==> src/sv/sme_pkg.sv <==
// Package for the softmax base-2 exponential pipeline: types, coefficients and widths.
// Has no dependencies. All other files of the block use it by scoped names.
`default_nettype none

package sme_pkg;

  // Field widths.
  localparam int unsigned WORD_W = 32;
  localparam int unsigned EXP_W  = 17;
  localparam int unsigned FRAC_W = 8;
  localparam int unsigned SH_W   = 4;

  // Q8.8 exponent range after clamping, held in 12 signed bits.
  localparam int unsigned XC_W = 12;
  localparam logic signed [WORD_W-1:0] X_MIN = -32'sd2048;
  localparam logic signed [WORD_W-1:0] X_MAX = 32'sd0;

  // log2(e) in Q16.16, folded into the logit scale.
  localparam logic signed [17:0] LN2_INV_Q16 = 18'sd94548;

  // Reset values of the scale register and of the folded factor derived from it.
  localparam logic signed [WORD_W-1:0] SCALE_RESET = 32'sd65536;
  localparam logic signed [WORD_W-1:0] K_RESET     = 32'sd94548;

  // Cubic coefficients for 2^f, f in [0,1), Q16.16.
  localparam logic [16:0] EXP_ONE  = 17'd65536;
  localparam logic [16:0] EXP_C1   = 17'd45426;
  localparam logic [13:0] EXP_C2   = 14'd15743;
  localparam logic [11:0] EXP_C3   = 12'd3638;
  localparam logic [7:0]  FRAC_MASK = 8'hFF;

  // Cycles from an accepted command to its result strobe.
  localparam int unsigned PIPE_DEPTH = 6;

  typedef enum logic {
    OP_DIRECT  = 1'b0,
    OP_SOFTMAX = 1'b1
  } sme_op_e;

  // Control that travels alongside each item in the pipeline.
  typedef struct packed {
    logic valid;
    logic last;
  } sme_ctl_t;

endpackage

`default_nettype wire

==> src/sv/sme_front.sv <==
// Front pipeline half: softmax score difference, log2(e)-folded scaling to Q8.8.
// Depends on sme_pkg.
`default_nettype none

module sme_front (
  input  wire                                 clk_i,
  input  wire                                 rst_ni,
  input  var sme_pkg::sme_ctl_t               ctl_i,
  input  var sme_pkg::sme_op_e                op_i,
  input  wire logic signed [sme_pkg::WORD_W-1:0] value_i,
  input  wire logic signed [sme_pkg::WORD_W-1:0] row_max_i,
  input  wire logic signed [sme_pkg::WORD_W-1:0] k_i,
  output sme_pkg::sme_ctl_t                   ctl_o,
  output logic signed [sme_pkg::WORD_W-1:0]   x_o
);

  // Stage 1: operand select.
  sme_pkg::sme_ctl_t                  ctl1_q;
  sme_pkg::sme_op_e                   op1_q;
  logic signed [sme_pkg::WORD_W-1:0]  opnd_d, opnd_q;

  // Stage 2: scaled exponent.
  sme_pkg::sme_ctl_t                  ctl2_q;
  logic signed [63:0]                 prod;
  logic signed [sme_pkg::WORD_W-1:0]  x_d, x_q;

  always_comb begin
    if (op_i == sme_pkg::OP_SOFTMAX) begin
      opnd_d = value_i - row_max_i;
    end else begin
      opnd_d = value_i;
    end
  end

  assign prod = 64'(opnd_q) * 64'(k_i);

  always_comb begin
    if (op1_q == sme_pkg::OP_SOFTMAX) begin
      x_d = prod[47:16];
    end else begin
      x_d = opnd_q;
    end
  end

  always_ff @(posedge clk_i or negedge rst_ni) begin
    if (!rst_ni) begin
      ctl1_q <= '0;
      ctl2_q <= '0;
    end else begin
      ctl1_q <= ctl_i;
      ctl2_q <= ctl1_q;
    end
  end

  always_ff @(posedge clk_i) begin
    op1_q  <= op_i;
    opnd_q <= opnd_d;
    x_q    <= x_d;
  end

  assign ctl_o = ctl2_q;
  assign x_o   = x_q;

endmodule

`default_nettype wire

==> src/sv/sme_exp2.sv <==
// Back half of the pipeline: clamp, cubic 2^frac polynomial and integer shift.
// Depends on sme_pkg.
`default_nettype none

module sme_exp2 (
  input  wire                                    clk_i,
  input  wire                                    rst_ni,
  input  var sme_pkg::sme_ctl_t                  ctl_i,
  input  wire logic signed [sme_pkg::WORD_W-1:0] x_i,
  output sme_pkg::sme_ctl_t                      ctl_o,
  output logic [sme_pkg::EXP_W-1:0]              exp_o
);

  // Stage 3: clamp and split, square of the fraction.
  logic signed [sme_pkg::WORD_W-1:0] xcl;
  logic [sme_pkg::XC_W-1:0]          xc;
  logic [sme_pkg::FRAC_W-1:0]        f_d, f3_q;
  logic [sme_pkg::SH_W-1:0]          sh_d, sh3_q, sh4_q, sh5_q;
  logic [15:0]                       f2_d, f2_q;
  sme_pkg::sme_ctl_t                 ctl3_q, ctl4_q, ctl5_q, ctl6_q;

  // Stage 4: linear and square terms, cube of the fraction.
  logic [23:0] cube, c1f;
  logic [29:0] c2f;
  logic [15:0] t1_q, fcub_q;
  logic [13:0] t2_q;

  // Stage 5: cubic term and sum.
  logic [27:0]               c3f;
  logic [sme_pkg::EXP_W-1:0] p_d, p_q;

  // Stage 6: shift by the integer part.
  logic [sme_pkg::EXP_W-1:0] exp_d, exp_q;

  always_comb begin
    if (x_i > sme_pkg::X_MAX) begin
      xcl = sme_pkg::X_MAX;
    end else if (x_i < sme_pkg::X_MIN) begin
      xcl = sme_pkg::X_MIN;
    end else begin
      xcl = x_i;
    end
  end

  assign xc   = xcl[sme_pkg::XC_W-1:0];
  assign f_d  = xc[sme_pkg::FRAC_W-1:0] & sme_pkg::FRAC_MASK;
  // Negated integer part, 0 to 8.
  assign sh_d = ~xc[sme_pkg::XC_W-1:sme_pkg::FRAC_W] + 4'd1;
  assign f2_d = 16'(f_d) * 16'(f_d);

  assign cube = 24'(f2_q) * 24'(f3_q);
  assign c1f  = 24'(sme_pkg::EXP_C1) * 24'(f3_q);
  assign c2f  = 30'(sme_pkg::EXP_C2) * 30'(f2_q);

  assign c3f  = 28'(sme_pkg::EXP_C3) * 28'(fcub_q);
  assign p_d  = sme_pkg::EXP_ONE + 17'(t1_q) + 17'(t2_q) + 17'(c3f[27:16]);

  assign exp_d = p_q >> sh5_q;

  always_ff @(posedge clk_i or negedge rst_ni) begin
    if (!rst_ni) begin
      ctl3_q <= '0;
      ctl4_q <= '0;
      ctl5_q <= '0;
      ctl6_q <= '0;
    end else begin
      ctl3_q <= ctl_i;
      ctl4_q <= ctl3_q;
      ctl5_q <= ctl4_q;
      ctl6_q <= ctl5_q;
    end
  end

  always_ff @(posedge clk_i) begin
    f3_q   <= f_d;
    f2_q   <= f2_d;
    sh3_q  <= sh_d;
    t1_q   <= c1f[23:8];
    t2_q   <= c2f[29:16];
    fcub_q <= cube[23:8];
    sh4_q  <= sh3_q;
    p_q    <= p_d;
    sh5_q  <= sh4_q;
    exp_q  <= exp_d;
  end

  assign ctl_o = ctl6_q;
  assign exp_o = exp_q;

endmodule

`default_nettype wire

==> src/sv/softmax_exp2_fixed.sv <==
// Top level of the softmax base-2 exponential: scale register and the two pipeline halves.
// Depends on sme_pkg, sme_front and sme_exp2.
//
//   Channel   Direction  Handshake               Payload
//   ------------------------------------------------------------------------------
//   command   in         start_i, busy_o         opcode_i, value_i, row_max_i,
//                                                last_in_row_i
//   result    out        done_o (strobe)         exp_value_o, end_of_row_o
//   config    in         cfg_valid_i, cfg_ready_o cfg_data_i (logit scale, Q16.16)
//
// A command is taken at each edge where start_i is high and busy_o is low, one per
// cycle. Its result appears on the result ports, marked by done_o for one cycle, after
// two stages form the scaled Q8.8 exponent (softmax: subtract, then the 32x32 scale
// multiply; direct: value as given) and four stages evaluate the cubic and the shift.
// The result side cannot stall, so the pipeline always advances.
// busy_o is registered from each configuration transfer and is high while the folded
// factor k = (logit_scale * log2(e)) >> 16 is recomputed from the new scale.
// Reset (rst_ni low, asynchronous) empties the pipeline and restores the scale to 1.0.
`default_nettype none

module softmax_exp2_fixed (
  input  wire                                    clk_i,
  input  wire                                    rst_ni,
  input  wire                                    start_i,
  output logic                                   busy_o,
  input  wire logic                              opcode_i,
  input  wire logic signed [sme_pkg::WORD_W-1:0] value_i,
  input  wire logic signed [sme_pkg::WORD_W-1:0] row_max_i,
  input  wire logic                              last_in_row_i,
  output logic                                   done_o,
  output logic [sme_pkg::EXP_W-1:0]              exp_value_o,
  output logic                                   end_of_row_o,
  input  wire                                    cfg_valid_i,
  output logic                                   cfg_ready_o,
  input  wire logic signed [sme_pkg::WORD_W-1:0] cfg_data_i
);

  logic                              cfg_wr;
  logic signed [sme_pkg::WORD_W-1:0] scale_d, scale_q;
  logic signed [49:0]                kprod;
  logic signed [sme_pkg::WORD_W-1:0] k_d, k_q;
  logic                              busy_d, busy_q;

  sme_pkg::sme_ctl_t                 in_ctl, mid_ctl, out_ctl;
  sme_pkg::sme_op_e                  op;
  logic signed [sme_pkg::WORD_W-1:0] x_mid;

  // The scale register accepts a transfer in every cycle.
  assign cfg_ready_o = 1'b1;
  assign cfg_wr      = cfg_valid_i & cfg_ready_o;
  assign scale_d     = cfg_wr ? cfg_data_i : scale_q;

  // Fold log2(e) into the scale; the factor follows the scale register in the next cycle.
  assign kprod  = 50'(scale_q) * 50'(sme_pkg::LN2_INV_Q16);
  assign k_d    = kprod[47:16];
  assign busy_d = cfg_wr;

  always_ff @(posedge clk_i or negedge rst_ni) begin
    if (!rst_ni) begin
      scale_q <= sme_pkg::SCALE_RESET;
      k_q     <= sme_pkg::K_RESET;
      busy_q  <= 1'b0;
    end else begin
      scale_q <= scale_d;
      k_q     <= k_d;
      busy_q  <= busy_d;
    end
  end

  assign busy_o = busy_q;

  assign in_ctl.valid = start_i & ~busy_q;
  assign in_ctl.last  = last_in_row_i;
  assign op           = sme_pkg::sme_op_e'(opcode_i);

  sme_front u_front (
    .clk_i     (clk_i),
    .rst_ni    (rst_ni),
    .ctl_i     (in_ctl),
    .op_i      (op),
    .value_i   (value_i),
    .row_max_i (row_max_i),
    .k_i       (k_q),
    .ctl_o     (mid_ctl),
    .x_o       (x_mid)
  );

  sme_exp2 u_exp2 (
    .clk_i  (clk_i),
    .rst_ni (rst_ni),
    .ctl_i  (mid_ctl),
    .x_i    (x_mid),
    .ctl_o  (out_ctl),
    .exp_o  (exp_value_o)
  );

  assign done_o       = out_ctl.valid;
  assign end_of_row_o = out_ctl.last;

endmodule

`default_nettype wire

==> config.mk <==
export PLATFORM = sky130hd
export DESIGN_NAME = softmax_exp2_fixed
export DESIGN_NICKNAME = d
export VERILOG_FILES = /design/src/sv/sme_pkg.sv /design/src/sv/sme_front.sv /design/src/sv/sme_exp2.sv /design/src/sv/softmax_exp2_fixed.sv
export SDC_FILE = /design/constraint.sdc
export NUM_CORES = 2
export LEC_CHECK = 0
export BUFFER_PORTS_ARGS = -buffer_cell sky130_fd_sc_hd__buf_2
export CORE_MARGIN = 3
export CORE_UTILIZATION = 30
export CTS_BUF_LIST = sky130_fd_sc_hd__clkbuf_8
export DETAILED_ROUTE_END_ITERATION = 10
export GPL_TIMING_DRIVEN = 0
export SETUP_SLACK_MARGIN = 0.4
export SLEW_MARGIN = 20
export SYNTH_ARGS = -nofsm -noshare
export SYNTH_HDL_FRONTEND = slang
export SYNTH_SLANG_ARGS = --single-unit
==> constraint.sdc <==
create_clock -name clk_i -period 17 [get_ports clk_i]
set_input_delay 5.1 -clock clk_i [delete_from_list [all_inputs] [get_ports clk_i]]
set_output_delay 5.1 -clock clk_i [all_outputs]
set_load 0.02 [all_outputs]
# == After elaboration in Yosys (flattened, before gate mapping) ==
# Cells that the tools add are included.
# word_totals
reg_bits,258
latchBits,0
ramBits,0
romBits,0
out_inout_bits,21
mem_count,0
# op_classes
n_addsub,5
mul,7
n_div,0
magnitude_cmp,2
eq_ne,0
n_shift,1
mux,4
bitwise,3
reduce_logical,0
# ops
operator,count
32-bit two-way mux,2
32-bit by 32-bit multiplier with 48-bit output,1
"32-bit by 16-bit multiplier with 46-bit output, second input constant",1
"32-bit by 1-bit > comparator with 1-bit output, second input constant",1
"32-bit by 12-bit < comparator with 1-bit output, second input constant",1
32-bit subtractor,1
"14-bit by 16-bit multiplier with 30-bit output, first input constant",1
"11-bit by 16-bit multiplier with 27-bit output, first input constant",1
16-bit by 8-bit multiplier with 24-bit output,1
12-bit two-way mux,2
"15-bit by 8-bit multiplier with 23-bit output, first input constant",1
17-bit by 12-bit adder with 17-bit output,1
17-bit by 14-bit adder with 17-bit output,1
"17-bit by 16-bit adder with 17-bit output, first input constant",1
17-bit by 4-bit >> shifter with 17-bit output,1
8-bit by 8-bit multiplier with 16-bit output,1
"4-bit by 1-bit adder with 4-bit output, second input constant",1
4-bit inverter,1
1-bit bitwise AND,1
1-bit inverter,1

# == Logic depth before layout (Yosys ltp) ==
# depth
depth_word,5
depth_mapped,31
mapped_depth_nobuf,31

# == Hierarchy ==
# Synthesis repeated with hierarchy kept, for this count alone.
# hier_totals
hier_cells,6610
area_unflattened_um2,62473.7
# modules_own_cells
module,instances,cells_each,area_per_inst_um2,seq_area_each_um2
sme_front,1,3491,32301.0,1401.3
sme_exp2,1,1934,18896.9,2482.4
softmax_exp2_fixed,1,1185,11275.8,1637.8

# == Worst setup path after synthesis ==
# Ideal clock, no wire load.
# synth_path
path_type,reg2reg
start,register k_q[2] (netlist name)
end,register u_front.x_q (netlist bit u_front.x_o[31])
setup_time_ps,74
t_arrival_ps,7458
required_time_ps,16926
setup_slack_ps,9468
path_stages_with_launch,25
path_buffers,1
synth_period_minus_slack_ps,7532
cell_sequence,dfstp_2 -> clkbuf_1 -> nand2_1 -> inv_1 -> fa_1 -> fa_1 -> fa_1 -> inv_1 -> fa_1 -> inv_1 -> fa_1 -> fa_1 -> fa_1 -> fa_1 -> ha_1 -> a21o_1 -> a21o_1 -> a21o_1 -> a21o_1 -> a21oi_1 -> nor2_1 -> a2111oi_0 -> a21boi_1 -> or3_1 -> a31oi_1
# synth_via
elab_chain_len,2
# synth_lines
element,line_no,source
start: declaration,softmax_exp2_fixed.sv:41,"logic signed [sme_pkg::WORD_W-1:0] k_d, k_q;"
start signal: assignment,softmax_exp2_fixed.sv:61,k_q <= sme_pkg::K_RESET;
start signal: assignment,softmax_exp2_fixed.sv:65,k_q <= k_d;
32-bit by 32-bit multiplier with 48-bit output,sme_front.sv:35,assign prod = 64'(opnd_q) * 64'(k_i);
32-bit two-way mux,sme_front.sv:38,if (op1_q == sme_pkg::OP_SOFTMAX) begin
net u_front.x_d (one bit),sme_front.sv:25,"logic signed [sme_pkg::WORD_W-1:0] x_d, x_q;"
end signal: assignment,sme_front.sv:58,x_q <= x_d;
end: declaration,sme_front.sv:25,
# The timed path passes the listed nets, and every way through them passes these cells.
# A chain may end at the register's enable or synchronous reset.

# == Worst setup path in the final report ==
# Same ends and word-level chain as after synthesis.

==> flow_summary.toml <==
[synthesis]
synth_area_per_cell_um2 = 9.608
synth_top_family_by_area = "adder cells"
syn_warnings = 0
synth-compound-area-share = 0.05128
simple_gate_portion_of_the_synthesized_area = 0.1208
post_synth_fa_ha_maj_area_fraction = 0.5830
synth-edff-count = 0
synth.net_count = 8514
post_synth_xor_area_fraction = 0.03139
synth_flop_cell = "sky130_fd_sc_hd__dfxtp_1"
netlist_instances = 6359
synth_area_um2 = 61100
synth-seq-area-share = 0.09037
synth_seq_cells = 256
synth_mux_area_frac = 0.01264
synthDistinctLibCells = 90
synth-async-reset-ratio = 0.3008

[die]
die_w_um = 457.3
floorplan.rows = 165
floorplan.initialDensity = 0.3020
top_level_ports = 123
core_area_um2 = 202300
die-height_um = 457.3
design.die.area_um2 = 209100

[placement]
finalWeightedCongestion = 0.9719
place_hpwl_um = 151900
numPortBuffers = 121

[detailed_routing]
detail_route.vias_per_cell = 4.662
wire_per_inst_um = 19.40
vias = 43100
antenna_violating_nets_left = 0
remaining_drc_errors = 0
postRouteWirelength_um = 179300
drt_pre_antenna_iters = 5
first_iter_violations = 2475

[global_routing]
first_global_vias = 47220
gr-total-overflow = 0
grt_busiest_layer = "met2"
total_routing_usage_reported_by_global_routing = 0.1738
grt_start_max_net_pins = 55
grt_util_met2 = 0.2823
met3_usage = 0.03269
globalRouteMet1Util = 0.2181
grt_pass1_wl_um = 277900
initial_antenna_violation_count = 22

[outcome]
status = "finished clean"

[sta]
rsz0062_at_grt = "false"
max_clock_freq_mhz = 105.4
final_hold_viol_count = 0
setup-tns-final_ns = 0
min_period_ns = 9.489
finClkSkew_ns = 0.03884
worst_margin_slew_ns = 1.257
finalSetupViolations = 0
maxSlewViolCount = 0
fin_crit_sh = 0.5582
worst_hold_slack_ns = 0.3220
slew_headroom = 0.1617

[final_layout]
final_net_count = 8685
areaGrowthSynthToFinish_pct = 8.110
multi_input_combinational_cell_area_um2 = 48830
final_layout_size_suffix_gt1_frac = 0.04617
layout.area.seq_um2 = 5522
final.fill_count = 20870

[setup_path]
crit-reg2reg-capture = "u_front.x_o[31]"
critical_path.n_buffers_inverters = 4
timing.critical_path.mode_cell = "sky130_fd_sc_hd__fa_1"
r2r_start = "k_q[2]"
cpPeakStageDelay_ns = 0.80
critical_path.startpoint_type = "flop"
critPathCaptureType = "flop"
worst-r2r-cell-count = 24
cp_top_family = "adder cells"
worst_reg_to_reg_setup_slack_ns = 7.51
critical_path.slowest_cell = "sky130_fd_sc_hd__clkbuf_1"
cp_cell_sequence = "clkbuf_1, nand2_1, inv_1, fa_1, fa_1, fa_1, inv_1, fa_1, inv_1, fa_1, fa_1, fa_1, fa_1, ha_1, a21o_1, a21o_1, a21o_1, a21o_1, a21oi_1, nor2_1, a2111oi_0, a21boi_1, or3_1, a31oi_1"
maximum_fanout_along_the_worst_path = 10
arrival_ns = 10.06
worst-setup-path-type = "flop to flop"
required_ns = 17.57

[clock_network]
cts.repair_timing.setup_buffer_count = 0
clock_latency_ns = 0.72
tritoncts = "built"
cts.sink_count = 256
hold_buffers = 0
htree_num_levels = 2
total_clock_buffers_created_by_cts = 47
cts-root-buf = "sky130_fd_sc_hd__clkbuf_8"
postCtsResizedCells = 0
cts_max_path_buffers = 3
clk_transition_reported_paths_ns = 0.05

[worst_hold_path]
holdCritStartpoint = "u_exp2.sh3_q[2]"
whs_path_depth = 0
hold-path-endpoint = "u_exp2.sh4_q[2]"
timing.hold.worst.class = "flop to flop"

[job]
cap_violations = 0
## cells in the final DEF (no fill, tap or decap), types with 9 or more instances in the layout
cell type,netlist,layout
sky130_fd_sc_hd__inv_1,1583,1593
sky130_fd_sc_hd__fa_1,1323,1323
sky130_fd_sc_hd__ha_1,730,730
sky130_fd_sc_hd__nand2_1,659,659
sky130_fd_sc_hd__and2_1,483,483
sky130_fd_sc_hd__clkbuf_1,202,197
sky130_fd_sc_hd__dfxtp_1,179,179
sky130_fd_sc_hd__xnor2_1,157,157
sky130_fd_sc_hd__nor2_1,137,137
sky130_fd_sc_hd__a21oi_1,134,134
sky130_fd_sc_hd__buf_2,1,121
sky130_fd_sc_hd__o21ai_0,97,97
sky130_fd_sc_hd__dfrtp_1,68,68
sky130_fd_sc_hd__a21o_1,64,64
sky130_fd_sc_hd__xor2_1,62,62
sky130_fd_sc_hd__clkbuf_8,0,54
sky130_fd_sc_hd__mux2_2,45,45
sky130_fd_sc_hd__nor3_1,42,42
sky130_fd_sc_hd__nor2b_1,36,36
sky130_fd_sc_hd__o21a_1,32,32
sky130_fd_sc_hd__a211oi_1,29,29
sky130_fd_sc_hd__nand3_1,24,24
sky130_fd_sc_hd__nand4_1,23,23
sky130_fd_sc_hd__and3_1,20,20
sky130_fd_sc_hd__nand2b_1,20,20
sky130_fd_sc_hd__o21bai_1,16,16
sky130_fd_sc_hd__mux2i_1,16,16
sky130_fd_sc_hd__or2_2,11,11
sky130_fd_sc_hd__or3_1,11,11
sky130_fd_sc_hd__a31oi_1,11,11
sky130_fd_sc_hd__nor4_1,11,11
sky130_fd_sc_hd__diode_2,0,9
sky130_fd_sc_hd__dfstp_2,9,9
## per-layer routing
metal  up-vias  share of wire
met2      1341           0.46
li1      19380              -
met4         6          0.065
met3       420          0.066
met5         -        0.00021
met1     21950           0.41
## cell families after synthesis
kind of cell,count (synthesis)
DFF,256
buffers and inverters,1793
xor gates and xnor gates,219
other,1
adders and majority gates,2053
AOI/OAI and AO/OA,470
muxes,66
and+or+nand+nor,1501
## area by class of cell
type                       instances  area share
buffer                           207     0.01212
antenna                            9   0.0003410
multi-input combinational       4310      0.7392
timing repair buffer             122    0.009623
inverter                        1586     0.09013
sequential                       256     0.08359
clock buffer                      54     0.01125
tap                             2672     0.05061
clock inverter                    27    0.003088
## flip-flops by register name (all words and copies together) (netlist names), 16 cells and up
register and flops:
u_exp2.t1_q 16, u_exp2.p_q 17, scale_q 32, u_exp2.exp_o 17
k_q 32, u_front.x_o 32, u_front.opnd_q 32, u_exp2.fcub_q 16
## cell usage after synthesis, drive strengths merged (9+ instances only)
master / n / area share
and3: 23 / 0.0025
ha: 730 / 0.15
a21boi: 9 / 0.0011
dfxtp: 179 / 0.059
fa: 1323 / 0.43
nor2b: 36 / 0.0037
and2: 486 / 0.050
dfstp: 9 / 0.0039
or3: 12 / 0.0013
a21oi: 137 / 0.011
nand3: 24 / 0.0020
xnor2: 157 / 0.023
a21o: 65 / 0.0080
mux2: 46 / 0.0085
a31oi: 12 / 0.0013
nand4: 23 / 0.0024
nor4: 11 / 0.0011
xor2: 62 / 0.0089
clkbuf: 202 / 0.012
a211oi: 31 / 0.0040
inv: 1585 / 0.097
or2: 11 / 0.0011
nor3: 42 / 0.0034
o21a: 32 / 0.0039
o21ai: 101 / 0.0083
dfrtp: 68 / 0.028
nand2: 659 / 0.040
mux2i: 16 / 0.0026
o21bai: 16 / 0.0020
nand2b: 20 / 0.0020
nor2: 137 / 0.0084
## how the worst max path moves through the flow
stage | from | to | slack, ns | cells after the start
floorplan | k_q[2] | u_front.x_o[31] | 9.47 | 24
CTS | k_q[2] | u_front.x_o[31] | 7.61 | 24
finish | k_q[2] | u_front.x_o[31] | 7.51 | 24
global placement | u_front.opnd_q[16] | u_front.x_o[31] | 7.60 | 24
detailed placement | k_q[2] | u_front.x_o[31] | 7.67 | 24
global route | k_q[2] | u_front.x_o[31] | 7.19 | 24
## through the flow
step | instance area (um2) | worst slack [ns] | cells | utilization
after CTS | 66030 | 7.615 | 9234 | 0.3264
after global placement | 65050 | 7.600 | 9152 | 0.3215
after detailed placement | 65080 | 7.672 | 9153 | 0.3217
after global routing | 66030 | 7.189 | 9235 | 0.3264
after floorplan | 61100 | 9.468 | 6359 | -
final | 66050 | 7.511 | 9243 | 0.3265
Power is left out: the tool's default activity adds up to more than one toggle a clock period on the data nets, which glitch-free logic cannot reach.
